$ cat config.mk
export PLATFORM = sky130hd
export DESIGN_NAME = tpd_ctrl
export DESIGN_NICKNAME = d
export VERILOG_FILES = /design/src/tpd_pkg.sv /design/src/tpd_ctrl.sv
export SDC_FILE = /design/constraint.sdc
export NUM_CORES = 1
export LEC_CHECK = 0
export BUFFER_PORTS_ARGS = -buffer_cell sky130_fd_sc_hd__buf_2
export CORE_AREA = 5 5 42 44
export CTS_CLUSTER_DIAMETER = 200
export DETAILED_ROUTE_END_ITERATION = 8
export DIE_AREA = 0 0 47 49
export PLACE_DENSITY = 0.57
export SYNTH_ARGS = -nofsm -noshare
export SYNTH_HDL_FRONTEND = slang
export SYNTH_SLANG_ARGS = --single-unit
$ cat constraint.sdc
create_clock -name clk -period 2.1 [get_ports clk]
set_input_delay 0.21 -clock clk [delete_from_list [all_inputs] [get_ports clk]]
set_output_delay 0.21 -clock clk [all_outputs]
set_load 0.01 [all_outputs]
$ cat src/tpd_pkg.sv
// Shared types and constants of the ternary packed dot product block.
package tpd_pkg;

  typedef struct packed {
    logic              op;
    logic signed [7:0] activation;
    logic [7:0]        weight_byte;
  } item_t;

  typedef struct packed {
    logic [31:0]        result_bits;
    logic signed [31:0] dot;
    logic [15:0]        row_index;
  } result_t;

  localparam logic [1:0] REG_VECTOR_LENGTH    = 2'd0;
  localparam logic [1:0] REG_ACTIVATION_SCALE = 2'd1;
  localparam logic [1:0] REG_WEIGHT_SCALE     = 2'd2;

  localparam logic OP_ACTIVATION = 1'b0;
  localparam logic OP_WEIGHT     = 1'b1;

  localparam logic [31:0] FP_ONE  = 32'h3F80_0000;
  localparam logic [31:0] FP_QNAN = 32'h7FC0_0000;

  // controller to datapath
  typedef struct packed {
    logic act_wr;
    logic wgt_rd;
    logic mac;
    logic cnv_step;
    logic fmul_start;
    logic sel_final;
    logic scale_ld;
    logic emit;
  } cmd_t;

  // datapath to controller
  typedef struct packed {
    logic row_end;
    logic cnv_norm;
    logic fmul_done;
  } status_t;

endpackage

$ cat src/tpd_ctrl.sv
// Controller state machine sequencing loads, MACs and the end-of-row scaling.
module tpd_ctrl
  import tpd_pkg::*;
(
  input  logic    clk,
  input  logic    rst,
  input  logic    start,
  input  logic    op,
  input  status_t status,
  output cmd_t    cmd,
  output logic    busy
);

  typedef enum logic [6:0] {
    S_IDLE   = 7'b0000001,
    S_MAC    = 7'b0000010,
    S_CNV    = 7'b0000100,
    S_MULS   = 7'b0001000,
    S_WAITS  = 7'b0010000,
    S_MULR   = 7'b0100000,
    S_WAITR  = 7'b1000000
  } state_t;

  state_t state, state_next;

  assign busy = (state != S_IDLE);

  always_comb begin
    cmd = '0;
    state_next = state;
    unique case (state)
      S_IDLE: begin
        if (start) begin
          if (op == OP_ACTIVATION) begin
            cmd.act_wr = 1'b1;
          end else begin
            cmd.wgt_rd = 1'b1;
            state_next = S_MAC;
          end
        end
      end
      S_MAC: begin
        cmd.mac = 1'b1;
        state_next = status.row_end ? S_CNV : S_IDLE;
      end
      S_CNV: begin
        cmd.cnv_step = 1'b1;
        if (status.cnv_norm) state_next = S_MULS;
      end
      S_MULS: begin
        cmd.fmul_start = 1'b1;
        state_next = S_WAITS;
      end
      S_WAITS: begin
        if (status.fmul_done) begin
          cmd.scale_ld = 1'b1;
          state_next = S_MULR;
        end
      end
      S_MULR: begin
        cmd.sel_final  = 1'b1;
        cmd.fmul_start = 1'b1;
        state_next = S_WAITR;
      end
      S_WAITR: begin
        cmd.sel_final = 1'b1;
        if (status.fmul_done) begin
          cmd.emit = 1'b1;
          state_next = S_IDLE;
        end
      end
      default: state_next = S_IDLE;
    endcase
  end

  always_ff @(posedge clk) begin
    if (rst) begin
      state <= S_IDLE;
    end else begin
      state <= state_next;
    end
  end

endmodule

---- Yosys cells after proc, flatten, opt, wreduce, memory -nomap -nowiden ----
Cells that the tools add are included.
operators by class
  multiplexer cells ....................... 18
  reductions and logical operators ........ 3
  equal/unequal tests ..................... 13
operators by type and width
  kind                count
  $pmux 7 s7          1
  $mux 7              5
  $ne 2x2->1 const B  5
  $mux 1              9
  $eq 7x1->1 const B  1
  $eq 7x2->1 const B  1
  $eq 7x3->1 const B  1
  $eq 7x4->1 const B  1
  $eq 7x5->1 const B  1
  $eq 7x6->1 const B  1
  $eq 7x7->1 const B  1
  $ne 7x1->1 const B  1
  $reduce_and 5->1    1
  $mux 2              2
  $reduce_or 2->1     2
  $mux 3              1
storage, ports and cells
  word-level logic and storage cells ...... 35
  register bits after elaboration ......... 7
  output and inout port bits .............. 9
  bits of input ports ..................... 7

---- Logic depth before layout (Yosys ltp) ----
  depth after elaboration ................. 3
  mapped depth ............................ 5

---- Worst setup path after synthesis ----
No wires, ideal clock.
  path type ............................... register -> output
  start ................................... reg state[5]
  end ..................................... out cmd[7] (netlist name)
  cell stages (with the launch flop) ...... 5
  data arrival time ....................... 1.435 ns
  data required time ...................... 1.890 ns
  path slack .............................. 0.455 ns
  cells stage by stage .................... dfxtp_1 -> clkbuf_1 -> nor3_1 -> nand3_1 -> nor3b_1
RTL lines
  what                    line            source
  start, declared         tpd_ctrl.sv:24  state_t state, state_next;
  start signal, assigned  tpd_ctrl.sv:80  state <= state_next;
  end, declared           tpd_ctrl.sv:10  output cmd_t cmd,

==> results.yml <==
detailed_routing:
  initialDrtViolationCount: 5
  first_pass_iters: 3
  vias_per_cell: 5.33
  via_count: 506
  wl_per_cell_um: 13.0
  drc: 0
  wl_um: 1240
  ant_nets: 0
timing:
  fin_crit_ns: 1.92
  fin_crit_sh_pct: 91.6
  skew_ns: 0.000977
  max_freq_mhz: 520
  setup_ws_ns: 0.176
  worst_pin_slew_ns: 0.390
  setup_tns_ns: 0
  hold_violations: 0
  final-setup-viol-count: 0
  rsz0062_at_grt: "no"
  slew_viol_final: 0
  holdWs_ns: 0.232
  slew_headroom_pct: 73.8
critical_path:
  ff2ff_path_depth: 4
  path_class: "reg2out"
  reg2reg_from: "state[2]"
  cp.required_ns: 1.89
  r2r_slack_ns: 0.43
  rr_endpoint: "state[0]"
  crit_arrival_ns: 1.71
  cp_max_fo: 6
  cp-start-kind: "register"
  critPathCaptureType: "primary output"
finish:
  nFillCells: 172
  multi_input_area_um2: 314
  seq_area_um2: 140
  final_common_cell: "buf_2"
  reg.largest.list: "state (7)"
  fin_nets: 87
  layout_common_cells: "15 x buf_2, 9 x nor3_1, 7 x dfxtp_1, 6 x nor2_1, 6 x nand2_1"
  regMostFlops: "state"
  antenna-diode-count: 0
  fin_util_pct: 42.7
  synthToLayoutAreaGrowth_pct: 25.8
  layout-drive-gt1-share_pct: 30.4
  largest_reg_flops: 7
floorplan:
  start_util_pct: 33.9
  die_area_um2: 2300
  rows: 14
  die_x_um: 47
  coreArea_um2: 1400
  ios: 16
  die-height_um: 49
run:
  cap_violations: 0
clock_tree:
  path_clk_slew_ns: 0.05
  clock-sinks: 7
  htreeDepth: 1
  cts-root-buf: "clkbuf_4"
  cts_tree: "yes"
  cts_buffer_depth: 2
  insertion_delay_ns: 0.25
  cts_made_buffers: 3
synth:
  yosysUniqueCellTypes: 28
  synth_area_um2: 475
  ys.warnings.count: 0
  syn_inst: 62
  ys_seq_elements: 7
  ys_seq_area_share_pct: 29.5
  syn_nets: 69
  avgSynthCellArea_um2: 7.67
global_routing:
  overflow: 0
  grt_pass1_wl_um: 2010
  grt_usage_pct: 11.5
  grt_pass1_vias: 477
  antenna_found_initial: 0
  grt_max_degree: 10
power_and_ir_drop:
  p_int_uw: 226
  pwr_density_cell_nw_per_um2: 513
  p_seq_share_pct: 45.3
  p_sw_share_pct: 26.2
  comb_power_share_pct: 14.5
  p_leak_nw: 0.242
  power_uw: 307
  vdd_drop_max_uv: 401
  switching_power_uw: 80.3
  p_clk_share_pct: 40.2
placed_design:
  numPortBuffers: 15
  place_congestion: 0.772
  place_hpwl_um: 936
  place_ws_ns: 0.425
min_path:
  whs_endpoint: "state[4]"
  hp-start: "rst"
  hp-class: "in2reg"
  holdPathStages: 2
outcome:
  status: "finished clean"
[cell families after synthesis]
family	Yosys count	share of synthesized area [%]
flip-flops	7	29.5
XOR/XNOR	3	5.53
AND/OR/NAND/NOR	37	42.6
AO/OA/AOI/OAI	9	16.8
buffers and inverters	6	5.53
[synth_stat cells]
cell type  number  area (um^2)
inv_1           2         7.51
nor3_1         10         50.1
xnor2_1         2         17.5
nand2_1         6         22.5
or3_1           1         6.26
o311ai_1        1         8.76
nand3_1         1         5.00
and4_1          1         8.76
or2b_2          1         8.76
or2_2           1         6.26
buf_2           3         15.0
nor2b_1         3         18.8
a21oi_1         2         10.0
or2b_1          1         7.51
nor2_1          6         22.5
xor2_1          1         8.76
a41o_1          2         20.0
a21boi_0        1         7.51
nor4_1          2         12.5
or4_1           1         7.51
nor4b_1         1         8.76
o31ai_4         1         21.3
dfxtp_1         7          140
clkbuf_1        1         3.75
nor3b_1         1         7.51
and4b_1         1         10.0
o21ai_0         1         5.00
a22oi_1         1         7.51
[metal layers]
metal  GRT usage, %  up-vias  wire (um)
li1               -      258          -
met1           15.6      232        540
met2           17.6       16        586
met3           5.54        0        112
met4              0        0          0
met5              0        -          0
[area by class of cell]
cell class,count,share of cell area (%)
inverter,2,1.26
sequential,7,23.4
multi-input combinational,49,52.5
tap,16,3.35
timing repair buffer,17,15.1
clock buffer,4,4.39
[worst max path at each step]
stage,slack [ns],end,from
2_1_floorplan,0.45,cmd[7],state[5]
3_3_place_gp,0.46,cmd[0],state[2]
3_5_place_dp,0.42,state[0],state[2]
4_1_cts,0.17,cmd[0],state[2]
5_1_grt,0.07,cmd[0],state[2]
6_report,0.18,cmd[0],state[2]
[worst max-delay path, stage by stage, from the launching register on]
cell     delay [ns]
dfxtp_1        0.34
or4_1          0.68
nor4_1         0.26
buf_2          0.17
[power groups by stage]
stage	clock (mW)	sequential (mW)	combinational, mW
floorplan	0	0.141	0.0266
finish	0.123	0.139	0.0444
global placement	0	0.142	0.0444
CTS	0.130	0.139	0.0451
detailed placement	0	0.142	0.0450
global route	0.140	0.140	0.0500
[through the flow]
stage / cell area [um^2] / cells
floorplan: 475 / 62
global placement: 567 / 91
detailed placement: 567 / 91
CTS: 593 / 95
global route: 598 / 95
finish: 598 / 95
[timing repair]
| action | CTS | global route |
|---|---|---|
| resized for setup | 0 | 1 |
| endpoints found under the setup margin | 0 | 1 |
| hold buffers | 0 | 0 |
| setup buffers | 0 | 0 |
Note: power is estimated with default switching activity, not from simulation.
